--- src/sv/dtd_pkg.sv ---
// ----------------------------------------------------------------------------
// dtd_pkg
// Shared types and constants for the double-tap detector.
// ----------------------------------------------------------------------------
package dtd_pkg;

  // Field widths
  localparam int unsigned SAMPLE_BITS = 16;
  localparam int unsigned TIME_BITS   = 16;
  localparam int unsigned CFG_BITS    = 16;
  localparam int unsigned CFG_IDX_W   = 8;

  // Jump magnitude is one bit wider than a sample so it never wraps
  localparam int unsigned MAG_BITS  = SAMPLE_BITS + 1;
  localparam int unsigned THR_CMP_W = (MAG_BITS > CFG_BITS) ? MAG_BITS : CFG_BITS;
  localparam int unsigned TIM_CMP_W = (TIME_BITS > CFG_BITS) ? TIME_BITS : CFG_BITS;

  // Item command codes
  localparam logic CMD_SAMPLE = 1'b0;
  localparam logic CMD_TICK   = 1'b1;

  // Configuration register indexes
  typedef enum logic [CFG_IDX_W-1:0] {
    CFG_DELTA_THRESHOLD = 8'd0,
    CFG_MIN_SPACING     = 8'd1,
    CFG_DOUBLE_WINDOW   = 8'd2,
    CFG_LED_HOLD        = 8'd3
  } cfg_idx_e;

  // Reset values of the configuration registers
  localparam logic [CFG_BITS-1:0] RST_DELTA_THRESHOLD = 16'd13107;
  localparam logic [CFG_BITS-1:0] RST_MIN_SPACING     = 16'd50;
  localparam logic [CFG_BITS-1:0] RST_DOUBLE_WINDOW   = 16'd500;
  localparam logic [CFG_BITS-1:0] RST_LED_HOLD        = 16'd2000;

  typedef struct packed {
    logic [CFG_BITS-1:0] delta_threshold;
    logic [CFG_BITS-1:0] min_spacing;
    logic [CFG_BITS-1:0] double_window;
    logic [CFG_BITS-1:0] led_hold;
  } dtd_cfg_t;

  typedef struct packed {
    logic double_tap;
    logic indicator_on;
  } dtd_result_t;

endpackage

--- src/sv/double_tap_detector.sv ---
// ----------------------------------------------------------------------------
// double_tap_detector
// Double-tap detection on raw Z acceleration samples and time ticks.
// ----------------------------------------------------------------------------
// Usage:
//   Input channel (in_valid_i / in_stall_o) carries one item per accepted
//   beat: command_i = 0 for a new sample in sample_i, 1 for a time tick.
//   Output channel (out_valid_o / out_stall_i) returns exactly one result
//   item per input item, in order: double_tap_o and indicator_on_o.
//   Configuration writes use cfg_valid_i / cfg_ready_o with cfg_index_i
//   selecting the register; ready is always high and unknown indexes are
//   ignored. Write only while the block holds no item in flight.
// Pipeline and throughput:
//   An item is captured in the input register, evaluated by the tap core
//   and written to the result register. One item per cycle is sustained
//   while the output is not stalled, set by the single state-update pass
//   through the tap core.
// Reset: control and detector state clear, registers return to defaults.
// Stall: a held result blocks the input register only once both are full;
//   in_stall_o then rises until the result is taken.
// ----------------------------------------------------------------------------
module double_tap_detector (
  input  logic                                   clk_i,
  input  logic                                   rst_ni,
  input  logic                                   in_valid_i,
  output logic                                   in_stall_o,
  input  logic                                   command_i,
  input  logic signed [dtd_pkg::SAMPLE_BITS-1:0] sample_i,
  output logic                                   out_valid_o,
  input  logic                                   out_stall_i,
  output logic                                   double_tap_o,
  output logic                                   indicator_on_o,
  input  logic                                   cfg_valid_i,
  output logic                                   cfg_ready_o,
  input  logic [dtd_pkg::CFG_IDX_W-1:0]          cfg_index_i,
  input  logic [dtd_pkg::CFG_BITS-1:0]           cfg_data_i
);
  import dtd_pkg::*;

  dtd_cfg_t                      cfg;
  dtd_result_t                   result;
  logic                          in_vld_q;
  logic                          cmd_q;
  logic signed [SAMPLE_BITS-1:0] sample_q;
  logic                          out_vld_q;
  dtd_result_t                   res_q;
  logic                          advance, step, in_take;

  // Result register free or emptied this cycle
  assign advance    = !out_vld_q || !out_stall_i;
  assign step       = in_vld_q && advance;
  assign in_stall_o = in_vld_q && !advance;
  assign in_take    = in_valid_i && !in_stall_o;

  dtd_cfg_regs u_cfg (
    .clk_i       (clk_i),
    .rst_ni      (rst_ni),
    .cfg_valid_i (cfg_valid_i),
    .cfg_ready_o (cfg_ready_o),
    .cfg_index_i (cfg_index_i),
    .cfg_data_i  (cfg_data_i),
    .cfg_o       (cfg)
  );

  dtd_tap_core u_core (
    .clk_i     (clk_i),
    .rst_ni    (rst_ni),
    .step_i    (step),
    .command_i (cmd_q),
    .sample_i  (sample_q),
    .cfg_i     (cfg),
    .result_o  (result)
  );

  // Input register
  always_ff @(posedge clk_i or negedge rst_ni) begin
    if (!rst_ni) begin
      in_vld_q <= 1'b0;
    end else if (!in_stall_o) begin
      in_vld_q <= in_valid_i;
    end
  end

  always_ff @(posedge clk_i) begin
    if (in_take) begin
      cmd_q    <= command_i;
      sample_q <= sample_i;
    end
  end

  // Result register
  always_ff @(posedge clk_i or negedge rst_ni) begin
    if (!rst_ni) begin
      out_vld_q <= 1'b0;
    end else if (advance) begin
      out_vld_q <= in_vld_q;
    end
  end

  always_ff @(posedge clk_i) begin
    if (step) begin
      res_q <= result;
    end
  end

  assign out_valid_o    = out_vld_q;
  assign double_tap_o   = res_q.double_tap;
  assign indicator_on_o = res_q.indicator_on;

  // Assertions
  a_no_drop: assert property (@(posedge clk_i) disable iff (!rst_ni)
    in_vld_q && !advance |=> in_vld_q)
    else $error("input item dropped while result stalled");
  a_step_out: assert property (@(posedge clk_i) disable iff (!rst_ni)
    step |=> out_vld_q)
    else $error("evaluated item produced no result");
  a_stall_full: assert property (@(posedge clk_i) disable iff (!rst_ni)
    in_stall_o |-> out_vld_q && out_stall_i)
    else $error("input stalled with free result register");

endmodule

--- src/sv/dtd_cfg_regs.sv ---
// ----------------------------------------------------------------------------
// dtd_cfg_regs
// Configuration register file; writes to unknown indexes are dropped.
// ----------------------------------------------------------------------------
module dtd_cfg_regs (
  input  logic                        clk_i,
  input  logic                        rst_ni,
  input  logic                        cfg_valid_i,
  output logic                        cfg_ready_o,
  input  logic [dtd_pkg::CFG_IDX_W-1:0] cfg_index_i,
  input  logic [dtd_pkg::CFG_BITS-1:0]  cfg_data_i,
  output dtd_pkg::dtd_cfg_t           cfg_o
);
  import dtd_pkg::*;

  dtd_cfg_t cfg_q, cfg_d;
  logic     wr_en;

  // Always able to take a write
  assign cfg_ready_o = 1'b1;
  assign wr_en       = cfg_valid_i & cfg_ready_o;

  // Address decode
  always_comb begin
    cfg_d = cfg_q;
    if (wr_en) begin
      unique case (cfg_idx_e'(cfg_index_i))
        CFG_DELTA_THRESHOLD: cfg_d.delta_threshold = cfg_data_i;
        CFG_MIN_SPACING:     cfg_d.min_spacing     = cfg_data_i;
        CFG_DOUBLE_WINDOW:   cfg_d.double_window   = cfg_data_i;
        CFG_LED_HOLD:        cfg_d.led_hold        = cfg_data_i;
        default:             cfg_d = cfg_q;
      endcase
    end
  end

  always_ff @(posedge clk_i or negedge rst_ni) begin
    if (!rst_ni) begin
      cfg_q.delta_threshold <= RST_DELTA_THRESHOLD;
      cfg_q.min_spacing     <= RST_MIN_SPACING;
      cfg_q.double_window   <= RST_DOUBLE_WINDOW;
      cfg_q.led_hold        <= RST_LED_HOLD;
    end else begin
      cfg_q <= cfg_d;
    end
  end

  assign cfg_o = cfg_q;

  // Assertions
  a_idle_hold: assert property (@(posedge clk_i) disable iff (!rst_ni)
    !cfg_valid_i |=> cfg_q == $past(cfg_q))
    else $error("config changed without a write");
  a_led_write: assert property (@(posedge clk_i) disable iff (!rst_ni)
    cfg_valid_i && cfg_index_i == CFG_LED_HOLD |=> cfg_q.led_hold == $past(cfg_data_i))
    else $error("led_hold write lost");
  a_bad_index: assert property (@(posedge clk_i) disable iff (!rst_ni)
    cfg_valid_i && cfg_index_i != CFG_DELTA_THRESHOLD && cfg_index_i != CFG_MIN_SPACING &&
    cfg_index_i != CFG_DOUBLE_WINDOW && cfg_index_i != CFG_LED_HOLD
    |=> cfg_q == $past(cfg_q))
    else $error("out-of-range write changed config");

endmodule

--- src/sv/dtd_tap_core.sv ---
// ----------------------------------------------------------------------------
// dtd_tap_core
// Detector state and the per-item compare-and-update logic.
// ----------------------------------------------------------------------------
module dtd_tap_core (
  input  logic                          clk_i,
  input  logic                          rst_ni,
  input  logic                          step_i,
  input  logic                          command_i,
  input  logic signed [dtd_pkg::SAMPLE_BITS-1:0] sample_i,
  input  dtd_pkg::dtd_cfg_t             cfg_i,
  output dtd_pkg::dtd_result_t          result_o
);
  import dtd_pkg::*;

  logic signed [SAMPLE_BITS-1:0] prev_q, prev_d;
  logic [TIME_BITS-1:0]          ticks_q, ticks_d;
  logic [CFG_BITS-1:0]           hold_q, hold_d;

  logic signed [MAG_BITS-1:0]    diff;
  logic [MAG_BITS-1:0]           mag;
  logic [THR_CMP_W-1:0]          mag_x, thr_x;
  logic [TIM_CMP_W-1:0]          ticks_x, spacing_x, window_x;
  logic                          is_tick, tap_counted, dbl;

  // Jump magnitude, exact at one bit wider than a sample
  assign diff = MAG_BITS'(sample_i) - MAG_BITS'(prev_q);
  assign mag  = diff[MAG_BITS-1] ? (~diff + MAG_BITS'(1)) : diff;

  assign mag_x     = THR_CMP_W'(mag);
  assign thr_x     = THR_CMP_W'(cfg_i.delta_threshold);
  assign ticks_x   = TIM_CMP_W'(ticks_q);
  assign spacing_x = TIM_CMP_W'(cfg_i.min_spacing);
  assign window_x  = TIM_CMP_W'(cfg_i.double_window);

  assign is_tick     = (command_i == CMD_TICK);
  assign tap_counted = !is_tick && (mag_x > thr_x) && (ticks_x > spacing_x);
  assign dbl         = tap_counted && (ticks_x < window_x);

  // Next state
  always_comb begin
    prev_d  = prev_q;
    ticks_d = ticks_q;
    hold_d  = hold_q;
    if (is_tick) begin
      if (hold_q != '0) hold_d = hold_q - CFG_BITS'(1);
      if (ticks_q != '1) ticks_d = ticks_q + TIME_BITS'(1);
    end else begin
      prev_d = sample_i;
      if (tap_counted) ticks_d = '0;
      if (dbl)         hold_d  = cfg_i.led_hold;
    end
  end

  always_ff @(posedge clk_i or negedge rst_ni) begin
    if (!rst_ni) begin
      prev_q  <= '0;
      ticks_q <= '0;
      hold_q  <= '0;
    end else if (step_i) begin
      prev_q  <= prev_d;
      ticks_q <= ticks_d;
      hold_q  <= hold_d;
    end
  end

  // Result reflects the state after this item
  assign result_o.double_tap   = dbl;
  assign result_o.indicator_on = (hold_d != '0);

  // Assertions
  a_tick_no_pulse: assert property (@(posedge clk_i) disable iff (!rst_ni)
    step_i && is_tick |-> !result_o.double_tap)
    else $error("double tap on a tick item");
  a_hold_load: assert property (@(posedge clk_i) disable iff (!rst_ni)
    step_i && dbl |=> hold_q == $past(cfg_i.led_hold))
    else $error("hold counter not loaded on double tap");
  a_tap_clears: assert property (@(posedge clk_i) disable iff (!rst_ni)
    step_i && tap_counted |=> ticks_q == '0)
    else $error("elapsed ticks not cleared on counted tap");
  a_ticks_sat: assert property (@(posedge clk_i) disable iff (!rst_ni)
    step_i && is_tick && ticks_q == '1 |=> ticks_q == '1)
    else $error("elapsed ticks wrapped");

endmodule
--- config.mk ---
export PLATFORM = sky130hd
export DESIGN_NAME = double_tap_detector
export DESIGN_NICKNAME = d
export VERILOG_FILES = /design/src/sv/dtd_pkg.sv /design/src/sv/double_tap_detector.sv /design/src/sv/dtd_cfg_regs.sv /design/src/sv/dtd_tap_core.sv
export SDC_FILE = /design/constraint.sdc
export NUM_CORES = 1
export LEC_CHECK = 0
export CAP_MARGIN = 20
export CORE_AREA = 2 2 174 176
export DETAILED_ROUTE_END_ITERATION = 10
export DIE_AREA = 0 0 176 178
export DONT_BUFFER_PORTS = 1
export GPL_TIMING_DRIVEN = 1
export PLACE_DENSITY = 0.48
export SLEW_MARGIN = 20
export SYNTH_ARGS = -nofsm -noshare
export SYNTH_HDL_FRONTEND = slang
export SYNTH_HIERARCHICAL = 1
export SYNTH_SLANG_ARGS = --single-unit
--- constraint.sdc ---
create_clock -name clk_i -period 5.2 [get_ports clk_i]
set_clock_uncertainty 0.2 [all_clocks]
set_input_delay 0 -clock clk_i [delete_from_list [all_inputs] [get_ports clk_i]]
set_output_delay 0 -clock clk_i [all_outputs]
set_load 0.02 [all_outputs]
Word-level counts from Yosys, hierarchy flattened --
Index checks and enable logic that the tools add are counted.
Word-level totals: flip-flop bits (word level) 133, memories 0, latch bits 0, bits in read-only memories 0, RAM bits 0
Cells by class: $lt $le $gt $ge 3, $mul 0, divide/modulo/power cells 0, muxes and demuxes 7, add/subtract/negate cells 4, bitwise operators 2, reductions and logical operators 22, shift-type cells 0, eq/ne operators 5
Operators with widths (number):
- 16-bit 2-to-1 mux | 6
- 16-bit nonzero test | 2
- 17-bit by 2-bit adder with 17-bit output (second input constant) | 1
- 17-bit by 16-bit > comparator with 1-bit output | 1
- 17-bit 2-to-1 mux | 1
- 17-bit inverter | 1
- 16-bit by 16-bit subtractor with 17-bit output | 1
- 16-bit by 1-bit adder with 16-bit output (second input constant) | 1
- 8-bit by 2-bit equality test with 1-bit output (second input constant) | 2
- 16-bit > comparator | 1
- 16-bit < comparator | 1
- 16-bit != test (second input constant) | 1
- 16-bit by 1-bit subtractor with 16-bit output (second input constant) | 1
- 2-bit AND reduction | 5
- 8-bit by 1-bit equality test with 1-bit output (second input constant) | 1
- 8-bit logical NOT | 1
- 1-bit logical AND | 6
- 1-bit logical NOT | 5
- 3-bit AND reduction | 1
- 2-bit by 1-bit != test with 1-bit output (second input constant) | 1
- 2-bit nonzero test | 1
- 1-bit logical OR | 1
- 1-bit inverter | 1

Longest topological paths before layout --
word-level depth 11, depth in mapped cells 27

By module --
The synthesis kept the hierarchy.
Modules (own cells, without submodules):
- dtd_tap_core | instances 1, sequential area each 1201.2 sq um, area an instance 5569.1 sq um, cells an instance 729
- dtd_cfg_regs | instances 1, sequential area each 1630.3 sq um, area an instance 2514.9 sq um, cells an instance 142
- double_tap_detector | instances 1, sequential area each 620.6 sq um, area an instance 663.1 sq um, cells an instance 27

Worst setup path after synthesis --
OpenSTA, ideal clock, no wires.
kind flip-flop to flip-flop, start point register sample_q[0], end point register res_q, in the netlist indicator_on_o, data pin, required time 4.729 ns, cell stages (with the launch flop) 26, arrival 5.191 ns, path buffers 3, path slack -0.462 ns, path through edfxtp_1 -> inv_1 -> ha_1 -> fa_1 -> nand2b_1 -> a211oi_2 -> o21ai_0 -> a22oi_2 -> nand4_2 -> or4_1 -> buf_2 -> nand2_1 -> xor2_1 -> ha_1 -> a2111oi_0 -> o21ai_0 -> o221ai_1 -> a211o_1 -> clkbuf_1 -> clkbuf_1 -> nor3b_1 -> o21ai_0 -> o311ai_2 -> o21ai_0 -> nor4_1 -> nand4_1
RTL lines:
- start, declared | line double_tap_detector.sv:44 | logic signed [SAMPLE_BITS-1:0] sample_q;
- start signal, assigned | line double_tap_detector.sv:87 | sample_q <= sample_i;
- end signal, assigned | line double_tap_detector.sv:102 | res_q <= result;
- end, declared | line double_tap_detector.sv:46 | dtd_result_t res_q;

==> qor.csv <==
metric,value,unit
DP Area,0.00974,mm^2
critical-path maximum fanout,7,
1st-iter DRT viols,363,
"commonest non-fill, non-tap cell in the layout",buf_4,
CP max stage delay,0.52,ns
Final GP Congestion,0.820,
final worst setup slack,-0.259,ns
first-pass GRT wire length,37800,um
Final setup violation count,17,
vias in the first global route,7325,
core area,0.0294,mm^2
mux share of post-synthesis cell area,9.61,%
CP arrival,5.43,ns
Antenna Nets Post-Route,0,
Top Ports,51,
"Clk Latency, worst-skew pair",0.43,ns
Vias/cell,4.90,
DR DRC count,0,
fin area,0.0115,mm^2
sequential share of the synthesized area,39.5,%
"Reg clk slew, reported paths",0.07,ns
clk buf depth,2,
post-synthesis xor/xnor area fraction,3.99,%
Synth Area in Compound Gates,14.7,%
Max Slew Vio Count,0,
fmax,183,MHz
Initial Util,29.8,%
LEAKAGE,4.98,nW
CTS Sinks,133,
antenna violations before repair,0,
main combinational cell family by area after synthesis,simple AND/OR/NAND/NOR gates,
Critical-path top delay cell,or4_4,
full die area,0.0313,mm^2
RSZ-0062 raised after global routing,yes,
Core Rows,63,
R2R Path Start,sample_q[0]$_DFFE_PP_,
Power Dens Cells,454,mW/mm^2
Cell variety after synth,82,
DR vias,7080,
All-Layer GR Usage,15.4,%
Die Y,178,um
syn_area_per_cell,9.74,um^2
Worst VDD drop,0.269,mV
Layout area overhead,31.0,%
most frequent cells in the layout,"buf_4 (100), dfrtp_1 (91), inv_1 (81)",
root buffer cell,clkbuf_16,
Routed WL per cell,16.0,um
pre-CTS WS,-0.660,ns
die width,176,um
CP required,5.17,ns
grt ovf,0,
ratio of cells with drive above 1 in the final layout,32.4,%
CP Launch Type,flop,
critical path's top delay family,compound AO/OA/AOI/OAI gates,
"Hold Vio Cnt, Final",8,
WS Path Type,reg -> reg,
largest net degree at the start of global routing,115,
reg2reg setup slack,-0.26,ns
measured slew at the worst slew-check pin,1.03,ns
CP Cell Sequence,inv_1 -> ha_2 -> fa_2 -> nand2b_4 -> a211oi_4 -> o22a_2 -> xnor2_2 -> nand4_2 -> or4_4 -> nand2_2 -> xor2_1 -> ha_1 -> a2111oi_4 -> o21ai_2 -> o221ai_2 -> a211o_4 -> buf_4 -> buf_6 -> nor2b_4 -> nand3_2 -> o311a_1 -> a2111oi_4 -> nand4_1,
status,"complete, but fails checks",
worst reg2reg path depth,23,
Max-Cap Viols,0,
number of synthesized flops with an enable pin,19,
violated checks,"hold timing, setup timing",
crit end category,flop,
#FFs+latches synth,133,
post-DP HPWL,16300,um
Final #Nets,1157,
crit path buf inv count,3,
CTS buffer count,17,
Final period util,105,%
Pre-Repair DR Iteration Count,5,
Synth Area in Simple Gates,16.3,%
Rel. slew slack,31.3,%
ANT cells,0,
reg2reg end,indicator_on_o$_DFFE_PP_,
hold_ws,-0.0146,ns
Buffers on Ports,0,
Async SR Flop Fraction,85.7,%
main flop type after synthesis,dfrtp_1,
DRT Wirelength,23200,um
Syn Inst Count,898,
Adder-Cell Fraction of Synth Area,9.81,%
cell area after synthesis,0.00875,mm^2
CTS tree,yes,
"Warnings, synthesis",6,
post-layout min period,5.46,ns
H-tree Lvls,4,
Hold/Removal Path Class,in -> async,
cell repeated most along the worst path,a2111oi_4,
Mapped Nets,1012,
cells by family after synthesis:
family	count (synthesis)
AND/OR/NAND/NOR	268
adder cells (fa/ha/maj)	68
XOR/XNOR	39
multiplexers	75
other	1
AO/OA/AOI/OAI	195
buffers and inverters	119
flip-flops	133
metal layers:
layer / track usage [%] / part of all wire (%) / vias up
met5: 0 / 0 / -
li1: - / - / 3506
met3: 2.86 / 3.4 / 24
met4: 4.37 / 1.5 / 0
met2: 26.8 / 49 / 120
met1: 19.7 / 46 / 3430
stage by stage:
stage               cells  utilization, %  power (mW)  hold WS [ns]  setup TNS, ns
floorplan             898               -        2.79        -0.496        -0.0583
global placement     1341            33.1        3.51        -0.491          -7.43
detailed placement   1341            33.1        3.52        -0.491         -10.32
CTS                  1438            37.8        5.00       0.00921         -0.196
global route         1446            39.0        5.60      0.000913         -10.30
finish               1446            39.0        5.20       -0.0146          -2.38
report_power, final:
group	switching, mW	total (mW)	internal (mW)
Clock	0.500	1.18	0.677
Sequential	0.167	1.37	1.20
Combinational	1.37	2.66	1.28
layout make-up:
type / count / area (um^2)
clock buffer: 19 / 443
tap: 390 / 488
timing repair buffer: 161 / 1390
clock inverter: 13 / 125
fill: 2906 / 17900
sequential: 133 / 3450
inverter: 82 / 308
multi-input combinational: 648 / 5250
sequential cells by signal, summed over array words and instances, names as in the netlist:
| register | flops |
|---|---|
| sample_q | 16 |
| u_core/prev_q | 16 |
| cmd_q | 1 |
| u_core/hold_q | 16 |
| indicator_on_o | 1 |
| double_tap_o | 1 |
| out_valid_o | 1 |
| u_cfg/cfg_o | 64 |
| in_vld_q | 1 |
| u_core/ticks_q | 16 |
worst max path at each step:
stage	depth (start not counted)	slack [ns]	to	from
floorplan	25	-0.06	indicator_on_o$_DFFE_PP_	sample_q[0]$_DFFE_PP_
global placement	22	-0.55	indicator_on_o$_DFFE_PP_	sample_q[0]$_DFFE_PP_
detailed placement	23	-0.66	indicator_on_o$_DFFE_PP_	sample_q[0]$_DFFE_PP_
CTS	26	-0.14	indicator_on_o$_DFFE_PP_	sample_q[0]$_DFFE_PP_
global route	26	-0.60	indicator_on_o$_DFFE_PP_	sample_q[0]$_DFFE_PP_
finish	23	-0.26	indicator_on_o$_DFFE_PP_	sample_q[0]$_DFFE_PP_
worst reg2reg max path, delay by kind of cell, from the launching register on:
family | cells | cell delay, ns
buffers and inverters | 3 | 0.29
flip-flops | 1 | 0.34
AO/OA/AOI/OAI | 8 | 2.04
XOR/XNOR | 2 | 0.26
adder cells (fa/ha/maj) | 3 | 0.83
AND/OR/NAND/NOR | 7 | 1.26
repair_timing:
item | 4_1_cts | 5_1_grt
buffers inserted | 13 | 8
resized for setup | 38 | 71
hold buffers | 50 | 0
setup endpoints to repair | 33 | 33
pin swaps | 21 | 33
endpoints found under the hold margin | 209 | 0
gates cloned | 2 | 0
cell usage after synthesis (3+ instances only):
cell	n	area [um^2]
and3_1	4	25.0
xnor2_1	21	184
o21a_1	11	82.6
dfrtp_1	91	2280
o221ai_1	5	43.8
or2_2	7	43.8
or3_1	12	75.1
clkbuf_1	21	78.8
xor2_1	17	149
nand3_1	18	90.1
buf_6	8	90.1
o2111ai_1	4	35.0
and4_1	4	35.0
nor2b_1	5	31.3
nor2_1	53	199
o311ai_1	4	35.0
and2_1	7	43.8
edfxtp_1	19	571
a21oi_1	42	210
nor3_1	28	140
buf_4	4	30.0
nor4_1	9	56.3
a211o_1	5	43.8
o211ai_1	5	37.5
nand4_1	12	75.1
nand2_1	68	255
ha_1	67	838
o31ai_1	11	82.6
mux2_2	68	766
nor3b_1	11	82.6
inv_1	81	304
buf_2	4	20.0
mux2i_1	6	60.1
a21o_1	12	90.1
o21ai_0	64	320
nand2b_1	10	62.6
o311a_1	3	30.0
dfstp_2	23	604
No activity file was read; power rests on OpenSTA's default activity.
